`src/hw/rtl/tpcr_pkg.sv`:
```
// Shared constants, codes and types of the touch point calibrate/rotate block.
// No dependencies; every other file of the block uses this package.
`timescale 1ns / 1ps

package tpcr_pkg;

  localparam int RAW_BITS   = 10;
  localparam int DIM_BITS   = 10;
  localparam int ROT_BITS   = 2;
  localparam int PRESS_BITS = 16;
  localparam int DATA_W     = 32;
  localparam int ADDR_W     = 5;

  localparam int NUM_W              = RAW_BITS + DIM_BITS;
  localparam int DIV_BITS_PER_STAGE = 2;
  localparam int DIV_STAGES         = DIM_BITS / DIV_BITS_PER_STAGE;
  localparam int LANES              = 2;
  localparam int PIPE_STAGES        = 2 + DIV_STAGES;

  localparam logic signed [PRESS_BITS-1:0] PRESS_LOW  = 16'sd200;
  localparam logic signed [PRESS_BITS-1:0] PRESS_HIGH = 16'sd1000;

  localparam logic [RAW_BITS-1:0] CAL_MIN_RST = '0;
  localparam logic [RAW_BITS-1:0] CAL_MAX_RST = {RAW_BITS{1'b1}};
  localparam logic [DIM_BITS-1:0] WIDTH_RST   = DIM_BITS'(320);
  localparam logic [DIM_BITS-1:0] HEIGHT_RST  = DIM_BITS'(480);

  typedef enum logic [ROT_BITS-1:0] {
    ROT_PORTRAIT       = 2'd0,
    ROT_LANDSCAPE      = 2'd1,
    ROT_PORTRAIT_FLIP  = 2'd2,
    ROT_LANDSCAPE_FLIP = 2'd3
  } rot_e;

  typedef enum logic [ADDR_W-3:0] {
    REG_CAL_MIN_X     = 3'd0,
    REG_CAL_MAX_X     = 3'd1,
    REG_CAL_MIN_Y     = 3'd2,
    REG_CAL_MAX_Y     = 3'd3,
    REG_ROTATION      = 3'd4,
    REG_NATIVE_WIDTH  = 3'd5,
    REG_NATIVE_HEIGHT = 3'd6
  } reg_e;

  typedef struct packed {
    logic [RAW_BITS-1:0] cal_min_x;
    logic [RAW_BITS-1:0] cal_max_x;
    logic [RAW_BITS-1:0] cal_min_y;
    logic [RAW_BITS-1:0] cal_max_y;
    rot_e                rotation;
    logic [DIM_BITS-1:0] native_width;
    logic [DIM_BITS-1:0] native_height;
  } cfg_t;

  // First stage of one axis: signed offsets from the span start
  typedef struct packed {
    logic signed [RAW_BITS:0] dv;
    logic signed [RAW_BITS:0] dn;
    logic [DIM_BITS-1:0]      top;
    logic                     dim_zero;
  } s1_lane_t;

  // Flags that ride along with an axis through the divider
  typedef struct packed {
    logic                touched;
    logic                force_zero;
    logic                force_top;
    logic [DIM_BITS-1:0] top;
  } lane_t;

endpackage

```
`src/hw/rtl/tpcr_in_if.sv`:
```
// Request channel carrying one raw touch sample.
// Depends on tpcr_pkg for field widths.
`timescale 1ns / 1ps

interface tpcr_in_if;
  logic                                   valid;
  logic                                   ready;
  logic [tpcr_pkg::RAW_BITS-1:0]          raw_x;
  logic [tpcr_pkg::RAW_BITS-1:0]          raw_y;
  logic signed [tpcr_pkg::PRESS_BITS-1:0] pressure;

  modport source (output valid, output raw_x, output raw_y, output pressure, input ready);
  modport sink   (input valid, input raw_x, input raw_y, input pressure, output ready);
endinterface

```
`src/hw/rtl/tpcr_out_if.sv`:
```
// Request channel carrying one mapped screen coordinate.
// Depends on tpcr_pkg for field widths.
`timescale 1ns / 1ps

interface tpcr_out_if;
  logic                          valid;
  logic                          ready;
  logic                          touched;
  logic [tpcr_pkg::DIM_BITS-1:0] screen_x;
  logic [tpcr_pkg::DIM_BITS-1:0] screen_y;

  modport source (output valid, output touched, output screen_x, output screen_y, input ready);
  modport sink   (input valid, input touched, input screen_x, input screen_y, output ready);
endinterface

```
`src/hw/rtl/tpcr_cfg_regs.sv`:
```
// APB-style register file: calibration span, rotation and native panel size.
// Depends on tpcr_pkg.
`timescale 1ns / 1ps

module tpcr_cfg_regs (
  input  logic                          clk_i,
  input  logic                          rst_ni,
  input  logic                          psel,
  input  logic                          penable,
  input  logic                          pwrite,
  input  logic [tpcr_pkg::ADDR_W-1:0]   paddr,
  input  logic [tpcr_pkg::DATA_W-1:0]   pwdata,
  output logic [tpcr_pkg::DATA_W-1:0]   prdata,
  output logic                          pready,
  output tpcr_pkg::cfg_t                cfg_o
);
  import tpcr_pkg::*;

  cfg_t cfg_q;
  reg_e idx;
  logic wr_en;

  assign idx    = reg_e'(paddr[ADDR_W-1:2]);
  assign wr_en  = psel && penable && pwrite;
  assign pready = 1'b1;
  assign cfg_o  = cfg_q;

  always_ff @(posedge clk_i or negedge rst_ni) begin
    if (!rst_ni) begin
      cfg_q.cal_min_x     <= CAL_MIN_RST;
      cfg_q.cal_max_x     <= CAL_MAX_RST;
      cfg_q.cal_min_y     <= CAL_MIN_RST;
      cfg_q.cal_max_y     <= CAL_MAX_RST;
      cfg_q.rotation      <= ROT_PORTRAIT;
      cfg_q.native_width  <= WIDTH_RST;
      cfg_q.native_height <= HEIGHT_RST;
    end else if (wr_en) begin
      case (idx)
        REG_CAL_MIN_X:     cfg_q.cal_min_x     <= pwdata[RAW_BITS-1:0];
        REG_CAL_MAX_X:     cfg_q.cal_max_x     <= pwdata[RAW_BITS-1:0];
        REG_CAL_MIN_Y:     cfg_q.cal_min_y     <= pwdata[RAW_BITS-1:0];
        REG_CAL_MAX_Y:     cfg_q.cal_max_y     <= pwdata[RAW_BITS-1:0];
        REG_ROTATION:      cfg_q.rotation      <= rot_e'(pwdata[ROT_BITS-1:0]);
        REG_NATIVE_WIDTH:  cfg_q.native_width  <= pwdata[DIM_BITS-1:0];
        REG_NATIVE_HEIGHT: cfg_q.native_height <= pwdata[DIM_BITS-1:0];
        default: ;
      endcase
    end
  end

  always_comb begin
    prdata = '0;
    case (idx)
      REG_CAL_MIN_X:     prdata = DATA_W'(cfg_q.cal_min_x);
      REG_CAL_MAX_X:     prdata = DATA_W'(cfg_q.cal_max_x);
      REG_CAL_MIN_Y:     prdata = DATA_W'(cfg_q.cal_min_y);
      REG_CAL_MAX_Y:     prdata = DATA_W'(cfg_q.cal_max_y);
      REG_ROTATION:      prdata = DATA_W'(cfg_q.rotation);
      REG_NATIVE_WIDTH:  prdata = DATA_W'(cfg_q.native_width);
      REG_NATIVE_HEIGHT: prdata = DATA_W'(cfg_q.native_height);
      default:           prdata = '0;
    endcase
  end

endmodule

```
`src/hw/rtl/tpcr_div_pipe.sv`:
```
// Pipelined restoring divider for one axis, two quotient bits per stage.
// Depends on tpcr_pkg. The quotient is known to fit DIM_BITS unless force_top is set.
`timescale 1ns / 1ps

module tpcr_div_pipe (
  input  logic                                clk_i,
  input  logic [tpcr_pkg::DIV_STAGES-1:0]     en_i,
  input  logic [tpcr_pkg::NUM_W-1:0]          num_i,
  input  logic [tpcr_pkg::RAW_BITS-1:0]       den_i,
  input  tpcr_pkg::lane_t                     side_i,
  output logic [tpcr_pkg::DIM_BITS-1:0]       quo_o,
  output tpcr_pkg::lane_t                     side_o
);
  import tpcr_pkg::*;

  typedef struct packed {
    logic [RAW_BITS-1:0] rem;
    logic [DIM_BITS-1:0] low;
    logic [DIM_BITS-1:0] quo;
    logic [RAW_BITS-1:0] den;
    lane_t               side;
  } dstage_t;

  dstage_t load;
  dstage_t st_d [DIV_STAGES];
  dstage_t st_q [DIV_STAGES];

  // upper dividend bits already sit below the divisor, so start there
  always_comb begin
    load.rem  = num_i[NUM_W-1:DIM_BITS];
    load.low  = num_i[DIM_BITS-1:0];
    load.quo  = '0;
    load.den  = den_i;
    load.side = side_i;
  end

  always_comb begin
    dstage_t              cur;
    logic [RAW_BITS:0]    t;
    logic                 ge;
    for (int k = 0; k < DIV_STAGES; k++) begin
      cur = (k == 0) ? load : st_q[(k == 0) ? 0 : k - 1];
      for (int j = 0; j < DIV_BITS_PER_STAGE; j++) begin
        t       = {cur.rem, cur.low[DIM_BITS-1]};
        cur.low = {cur.low[DIM_BITS-2:0], 1'b0};
        ge      = t >= {1'b0, cur.den};
        cur.rem = ge ? RAW_BITS'(t - {1'b0, cur.den}) : t[RAW_BITS-1:0];
        cur.quo = {cur.quo[DIM_BITS-2:0], ge};
      end
      st_d[k] = cur;
    end
  end

  always_ff @(posedge clk_i) begin
    for (int k = 0; k < DIV_STAGES; k++) begin
      if (en_i[k]) begin
        st_q[k] <= st_d[k];
      end
    end
  end

  assign quo_o  = st_q[DIV_STAGES-1].quo;
  assign side_o = st_q[DIV_STAGES-1].side;

endmodule

```
`src/hw/rtl/touch_point_calibrate_rotate.sv`:
```
// Maps raw resistive-touch samples to clamped screen coordinates. One sample is
// accepted every clock cycle while the result side takes results; a result passes
// through operand select, multiply, five divider stages of two quotient bits each
// and the output register: eight registers, the first loaded at the edge that
// accepts its request. The result is held there until the result side takes it.
// While the result side stalls, requests are still accepted until every stage is full.
// Depends on tpcr_pkg, tpcr_in_if, tpcr_out_if, tpcr_cfg_regs and tpcr_div_pipe.
`timescale 1ns / 1ps

module touch_point_calibrate_rotate (
  input  logic                          clk_i,
  input  logic                          rst_ni,
  tpcr_in_if.sink                       in_i,
  tpcr_out_if.source                    out_o,
  input  logic                          psel,
  input  logic                          penable,
  input  logic                          pwrite,
  input  logic [tpcr_pkg::ADDR_W-1:0]   paddr,
  input  logic [tpcr_pkg::DATA_W-1:0]   pwdata,
  output logic [tpcr_pkg::DATA_W-1:0]   prdata,
  output logic                          pready
);
  import tpcr_pkg::*;

  cfg_t                cfg;
  logic [RAW_BITS-1:0] sel_v   [LANES];
  logic [RAW_BITS-1:0] sel_a   [LANES];
  logic [RAW_BITS-1:0] sel_b   [LANES];
  logic [DIM_BITS-1:0] sel_dim [LANES];

  s1_lane_t            s1_d [LANES];
  s1_lane_t            s1_q [LANES];
  logic                touched_d;
  logic                s1_touched_q;

  logic [RAW_BITS:0]   dv_abs  [LANES];
  logic [RAW_BITS:0]   dn_abs  [LANES];
  lane_t               s2_d    [LANES];
  lane_t               s2_q    [LANES];
  logic [NUM_W-1:0]    num_d   [LANES];
  logic [NUM_W-1:0]    num_q   [LANES];
  logic [RAW_BITS-1:0] den_d   [LANES];
  logic [RAW_BITS-1:0] den_q   [LANES];

  logic [DIM_BITS-1:0] quo     [LANES];
  lane_t               side    [LANES];
  logic [DIM_BITS-1:0] res     [LANES];

  logic [PIPE_STAGES-1:0] v_q;
  logic [PIPE_STAGES:0]   en;

  logic                out_valid_q;
  logic                out_touched_q;
  logic [DIM_BITS-1:0] out_x_q;
  logic [DIM_BITS-1:0] out_y_q;

  tpcr_cfg_regs u_cfg (
    .clk_i   (clk_i),
    .rst_ni  (rst_ni),
    .psel    (psel),
    .penable (penable),
    .pwrite  (pwrite),
    .paddr   (paddr),
    .pwdata  (pwdata),
    .prdata  (prdata),
    .pready  (pready),
    .cfg_o   (cfg)
  );

  // A stage loads when it is empty or the stage after it moves on
  always_comb begin
    en[PIPE_STAGES] = !out_valid_q || out_o.ready;
    for (int k = PIPE_STAGES - 1; k >= 0; k--) begin
      en[k] = !v_q[k] || en[k+1];
    end
  end

  assign in_i.ready = en[0];

  always_ff @(posedge clk_i or negedge rst_ni) begin
    if (!rst_ni) begin
      v_q         <= '0;
      out_valid_q <= 1'b0;
    end else begin
      for (int k = 0; k < PIPE_STAGES; k++) begin
        if (en[k]) begin
          v_q[k] <= (k == 0) ? in_i.valid : v_q[(k == 0) ? 0 : k - 1];
        end
      end
      if (en[PIPE_STAGES]) begin
        out_valid_q <= v_q[PIPE_STAGES-1];
      end
    end
  end

  // Stage 1: pick axis, span direction and dimension per rotation.
  // Lane 0 feeds screen_x, lane 1 feeds screen_y.
  always_comb begin
    sel_v[0] = in_i.raw_x;  sel_a[0] = cfg.cal_max_x;  sel_b[0] = cfg.cal_min_x;
    sel_dim[0] = cfg.native_width;
    sel_v[1] = in_i.raw_y;  sel_a[1] = cfg.cal_min_y;  sel_b[1] = cfg.cal_max_y;
    sel_dim[1] = cfg.native_height;
    case (cfg.rotation)
      ROT_PORTRAIT: begin
        sel_v[0] = in_i.raw_x;  sel_a[0] = cfg.cal_max_x;  sel_b[0] = cfg.cal_min_x;
        sel_dim[0] = cfg.native_width;
        sel_v[1] = in_i.raw_y;  sel_a[1] = cfg.cal_min_y;  sel_b[1] = cfg.cal_max_y;
        sel_dim[1] = cfg.native_height;
      end
      ROT_LANDSCAPE: begin
        sel_v[0] = in_i.raw_y;  sel_a[0] = cfg.cal_min_y;  sel_b[0] = cfg.cal_max_y;
        sel_dim[0] = cfg.native_height;
        sel_v[1] = in_i.raw_x;  sel_a[1] = cfg.cal_min_x;  sel_b[1] = cfg.cal_max_x;
        sel_dim[1] = cfg.native_width;
      end
      ROT_PORTRAIT_FLIP: begin
        sel_v[0] = in_i.raw_x;  sel_a[0] = cfg.cal_min_x;  sel_b[0] = cfg.cal_max_x;
        sel_dim[0] = cfg.native_width;
        sel_v[1] = in_i.raw_y;  sel_a[1] = cfg.cal_max_y;  sel_b[1] = cfg.cal_min_y;
        sel_dim[1] = cfg.native_height;
      end
      ROT_LANDSCAPE_FLIP: begin
        sel_v[0] = in_i.raw_y;  sel_a[0] = cfg.cal_max_y;  sel_b[0] = cfg.cal_min_y;
        sel_dim[0] = cfg.native_height;
        sel_v[1] = in_i.raw_x;  sel_a[1] = cfg.cal_max_x;  sel_b[1] = cfg.cal_min_x;
        sel_dim[1] = cfg.native_width;
      end
      default: ;
    endcase
    for (int l = 0; l < LANES; l++) begin
      s1_d[l].dv       = $signed({1'b0, sel_v[l]}) - $signed({1'b0, sel_a[l]});
      s1_d[l].dn       = $signed({1'b0, sel_b[l]}) - $signed({1'b0, sel_a[l]});
      s1_d[l].top      = sel_dim[l] - DIM_BITS'(1);
      s1_d[l].dim_zero = (sel_dim[l] == '0);
    end
    touched_d = (in_i.pressure > PRESS_LOW) && (in_i.pressure < PRESS_HIGH);
  end

  // Stage 2: magnitudes, early-out flags and the product.
  // Opposite signs clamp to zero; |v-a| >= |b-a| saturates at top.
  always_comb begin
    for (int l = 0; l < LANES; l++) begin
      dv_abs[l] = s1_q[l].dv[RAW_BITS] ? -s1_q[l].dv : s1_q[l].dv;
      dn_abs[l] = s1_q[l].dn[RAW_BITS] ? -s1_q[l].dn : s1_q[l].dn;
      s2_d[l].touched    = s1_touched_q;
      s2_d[l].force_zero = !s1_touched_q || s1_q[l].dim_zero || (s1_q[l].dn == '0) ||
                           (s1_q[l].dv == '0) || (s1_q[l].dv[RAW_BITS] ^ s1_q[l].dn[RAW_BITS]);
      s2_d[l].force_top  = dv_abs[l][RAW_BITS-1:0] >= dn_abs[l][RAW_BITS-1:0];
      s2_d[l].top        = s1_q[l].top;
      num_d[l] = NUM_W'(dv_abs[l][RAW_BITS-1:0]) * NUM_W'(s1_q[l].top);
      den_d[l] = dn_abs[l][RAW_BITS-1:0];
    end
  end

  always_ff @(posedge clk_i) begin
    if (en[0]) begin
      s1_q         <= s1_d;
      s1_touched_q <= touched_d;
    end
    if (en[1]) begin
      s2_q  <= s2_d;
      num_q <= num_d;
      den_q <= den_d;
    end
  end

  for (genvar l = 0; l < LANES; l++) begin : g_lane
    tpcr_div_pipe u_div (
      .clk_i  (clk_i),
      .en_i   (en[PIPE_STAGES-1:2]),
      .num_i  (num_q[l]),
      .den_i  (den_q[l]),
      .side_i (s2_q[l]),
      .quo_o  (quo[l]),
      .side_o (side[l])
    );
  end

  always_comb begin
    for (int l = 0; l < LANES; l++) begin
      res[l] = side[l].force_zero ? '0 :
               side[l].force_top  ? side[l].top : quo[l];
    end
  end

  always_ff @(posedge clk_i) begin
    if (en[PIPE_STAGES]) begin
      out_touched_q <= side[0].touched;
      out_x_q       <= res[0];
      out_y_q       <= res[1];
    end
  end

  assign out_o.valid    = out_valid_q;
  assign out_o.touched  = out_touched_q;
  assign out_o.screen_x = out_x_q;
  assign out_o.screen_y = out_y_q;

endmodule
```
`src/flat_wrapper.sv`:
```
// flat-port wrapper written by rule: the top's interface ports become plain ports
module touch_point_calibrate_rotate_flat import tpcr_pkg::*;
  (clk_i, rst_ni, psel, penable, pwrite, paddr, pwdata, prdata, pready, in_i_valid, in_i_raw_x, in_i_raw_y, in_i_pressure, in_i_ready, out_o_valid, out_o_touched, out_o_screen_x, out_o_screen_y, out_o_ready);
  tpcr_in_if in_i_i ();
  tpcr_out_if out_o_i ();
  input  logic clk_i;
  input  logic rst_ni;
  input  logic psel;
  input  logic penable;
  input  logic pwrite;
  input  logic [tpcr_pkg::ADDR_W-1:0] paddr;
  input  logic [tpcr_pkg::DATA_W-1:0] pwdata;
  output logic [tpcr_pkg::DATA_W-1:0] prdata;
  output logic pready;
  input wire logic [$bits(in_i_i.valid)-1:0] in_i_valid;
  input wire logic [$bits(in_i_i.raw_x)-1:0] in_i_raw_x;
  input wire logic [$bits(in_i_i.raw_y)-1:0] in_i_raw_y;
  input wire logic [$bits(in_i_i.pressure)-1:0] in_i_pressure;
  output wire logic [$bits(in_i_i.ready)-1:0] in_i_ready;
  output wire logic [$bits(out_o_i.valid)-1:0] out_o_valid;
  output wire logic [$bits(out_o_i.touched)-1:0] out_o_touched;
  output wire logic [$bits(out_o_i.screen_x)-1:0] out_o_screen_x;
  output wire logic [$bits(out_o_i.screen_y)-1:0] out_o_screen_y;
  input wire logic [$bits(out_o_i.ready)-1:0] out_o_ready;
  assign in_i_i.valid = in_i_valid;
  assign in_i_i.raw_x = in_i_raw_x;
  assign in_i_i.raw_y = in_i_raw_y;
  assign in_i_i.pressure = in_i_pressure;
  assign in_i_ready = in_i_i.ready;
  assign out_o_valid = out_o_i.valid;
  assign out_o_touched = out_o_i.touched;
  assign out_o_screen_x = out_o_i.screen_x;
  assign out_o_screen_y = out_o_i.screen_y;
  assign out_o_i.ready = out_o_ready;
  touch_point_calibrate_rotate u_core (.clk_i(clk_i), .rst_ni(rst_ni), .in_i(in_i_i), .out_o(out_o_i), .psel(psel), .penable(penable), .pwrite(pwrite), .paddr(paddr), .pwdata(pwdata), .prdata(prdata), .pready(pready));
endmodule
```
`config.mk`:
```
export PLATFORM = sky130hd
export DESIGN_NAME = touch_point_calibrate_rotate_flat
export DESIGN_NICKNAME = d
export VERILOG_FILES = /design/src/hw/rtl/tpcr_pkg.sv /design/src/hw/rtl/tpcr_in_if.sv /design/src/hw/rtl/tpcr_out_if.sv /design/src/hw/rtl/tpcr_cfg_regs.sv /design/src/hw/rtl/tpcr_div_pipe.sv /design/src/hw/rtl/touch_point_calibrate_rotate.sv /design/src/flat_wrapper.sv
export SDC_FILE = /design/constraint.sdc
export NUM_CORES = 2
export LEC_CHECK = 0
export ABC_CLOCK_PERIOD_IN_PS = 7160
export BUFFER_PORTS_ARGS = -buffer_cell sky130_fd_sc_hd__buf_4
export CORE_ASPECT_RATIO = 1.5
export CORE_UTILIZATION = 38
export DETAILED_ROUTE_END_ITERATION = 10
export SETUP_SLACK_MARGIN = 0.1
export SLEW_MARGIN = 20
export SYNTH_ARGS = -nofsm -noshare
export SYNTH_HDL_FRONTEND = slang
export SYNTH_HIERARCHICAL = 1
export SYNTH_SLANG_ARGS = --single-unit
```
`constraint.sdc`:
```
create_clock -name clk_i -period 7.16 [get_ports clk_i]
set_clock_uncertainty 0.1 [all_clocks]
set_input_delay 1.074 -clock clk_i [delete_from_list [all_inputs] [get_ports clk_i]]
set_output_delay 1.074 -clock clk_i [all_outputs]
set_load 0.1 [all_outputs]
```
==> results.cfg <==
[outcome]
status = finished clean

[timing]
finalMaxSlewViolations = 0
finalSetupViolations = 0
fin_hold_ws_ns = 0.3109
final_hold_viol_count = 0
max_freq_mhz = 159.0
rsz0062_at_grt = no
period_share_pct = 87.86
slew_headroom_pct = 31.17
tightest_slew_ns = 1.032
fin_tns_setup_ns = 0
period_minus_slack_ns = 6.291

[grt]
first_global_vias = 28590
grt_max_degree = 87
grt_antenna_before_repair = 2
globalRouteOverflowTotal = 0
track_usage_pct = 16.13
grt_pass1_wl_mm = 148.7

[cells_and_area]
drive_gt1_share_pct = 14.33
syn2layout_area_growth_pct = 9.404
fillers = 10580
utilization_pct = 41.90
stdcell_count = 5298
multi_input_area_sq_mm = 0.02243
num-nets-final = 4396
register_area_sq_mm = 0.01855

[clocking]
cts_max_level = 3
cts-root-buf = clkbuf_16
cts_tree = yes
cts_setup_buffers = 0
clock_path_buffers = 3
clk_latency_ns = 0.64
cts_hold_buf = 0
cts_resized = 0
clock-sinks = 628
clk_pin_slew_worst_paths_ns = 0.06
cts_buffers = 66

[placement]
place.gp.congestion = 0.8743
place_inst = 5179
hpwl_mm = 72.54
io_buffers = 88

[detailed_routing]
drcViolationCount = 0
drtAntennaViolNets = 0
num_vias = 27540
routed_via_density = 5.198
drtPass1Iterations = 5
drtIter0Drc = 1033
wl_per_cell_um = 17.40
routed_wl_mm = 92.20

[synthesis]
yosys_warnings = 6
syn_avg_cell_area_sq_um = 11.59
syn_area_sq_mm = 0.04327
postSynthCellCount = 3734

[min_path]
min_from = u_core/g_lane[0].u_div/st_q[0][143]
hold_class = reg2reg
hold_depth = 0
hold_end = u_core/g_lane[0].u_div/st_q[0][192]

[die]
die_x_um = 277.5
ios = 136
die_area_sq_mm = 0.1152
rows = 151
core_sq_mm = 0.1130
dieHeight_um = 415.3
start_util_pct = 38.30

[setup_path]
path_max_fanout = 5
r2r_cells = 20
r2r-end = u_core/num_q[38]
end_kind = register
r2r_slack_ns = 0.87
crit_required_ns = 7.43
cp_data_arrival_time_ns = 6.56
criticalPathCategory = reg2reg
reg2reg_from = u_core/s1_q[57]
cp-start-kind = register

[job]
cap_violations = 0
sequential cells by signal, summed over array words and instances (netlist names):
| register | flops |
|---|---|
| u_core/v_q | 7 |
| u_core/s1_touched_q | 1 |
| u_core/num_q | 40 |
| u_core/s2_q | 25 |
| u_core/s1_q | 66 |
| u_core/out_o.screen_x | 10 |
| u_core/den_q | 20 |
| u_core/out_o.valid | 1 |
| u_core/out_o.screen_y | 10 |
| u_core/u_cfg/cfg_o | 62 |
| u_core/out_o.touched | 1 |
| u_core/g_lane.u_div/st_q | 385 |
critical path, stage by stage, from the launching register on:
cell and delay, ns:
edfxtp_1 0.44, nor3_1 0.27, nand3_1 0.17, o31ai_1 0.26
xnor2_1 0.30, nand2_1 0.14, fa_1 0.50, inv_1 0.05
fa_1 0.49, inv_1 0.05, fa_1 0.46, fa_1 0.55
inv_1 0.06, fa_1 0.47, ha_1 0.25, or3_1 0.38
a221oi_2 0.34, o31ai_1 0.15, a21oi_1 0.25, o21ai_0 0.16
xor2_1 0.16
per-stage QoR:
step | instance area [sq um] | worst slack (ns)
floorplan | 43350 | 0.3000
global placement | 45210 | 0.9048
detailed placement | 45210 | 0.8604
CTS | 47330 | 0.8368
global route | 47340 | 0.4233
finish | 47340 | 0.8692
per-layer routing:
| metal | vias to the layer above | wire length (um) | global-route usage, % |
|---|---|---|---|
| li1 | 13490 | - | - |
| met1 | 13450 | 34790 | 16.77 |
| met2 | 426 | 51040 | 31.50 |
| met3 | 176 | 2627 | 2.251 |
| met4 | 2 | 3718 | 7.222 |
| met5 | - | 17 | 0 |
worst max-delay path by stage:
stage | from | endpoint | slack [ns] | cells past startpoint
floorplan | out_o_ready | u_core/s1_q[0] | 0.30 | 4
detailed placement | u_core/s1_q[23] | u_core/num_q[19] | 0.86 | 23
finish | u_core/s1_q[57] | u_core/num_q[38] | 0.87 | 20
global placement | u_core/s1_q[57] | u_core/num_q[38] | 0.90 | 20
CTS | u_core/s1_q[57] | u_core/num_q[38] | 0.84 | 20
global route | u_core/s1_q[23] | u_core/num_q[15] | 0.42 | 23
layout make-up:
| cell class | instances | area share, % |
|---|---|---|
| tap | 1453 | 3.841 |
| clock inverter | 40 | 0.8141 |
| multi-input combinational | 2579 | 47.39 |
| clock buffer | 78 | 3.650 |
| sequential | 628 | 39.18 |
| inverter | 394 | 3.143 |
| timing repair buffer | 125 | 1.982 |
| antenna | 1 | 0.005286 |
layout by cell type (no fill, tap or decap), drive strengths merged, types with 33 or more instances in the layout:
cell type / count
mux2: 210
a21o: 63
buf: 125
xor2: 59
nor2: 191
mux4: 36
nor2b: 59
edfxtp: 558
nand2b: 42
dfrtp: 44
o21a: 38
fa: 146
nand2: 200
and2: 121
nor3: 66
nand4: 36
inv: 397
xnor2: 161
clkbuf: 78
mux2i: 81
nand3: 33
ha: 376
a21oi: 166
o21ai: 128
Power is not shown: default switching activity piles up to over one toggle a cycle in this logic, so the estimate is an artifact.
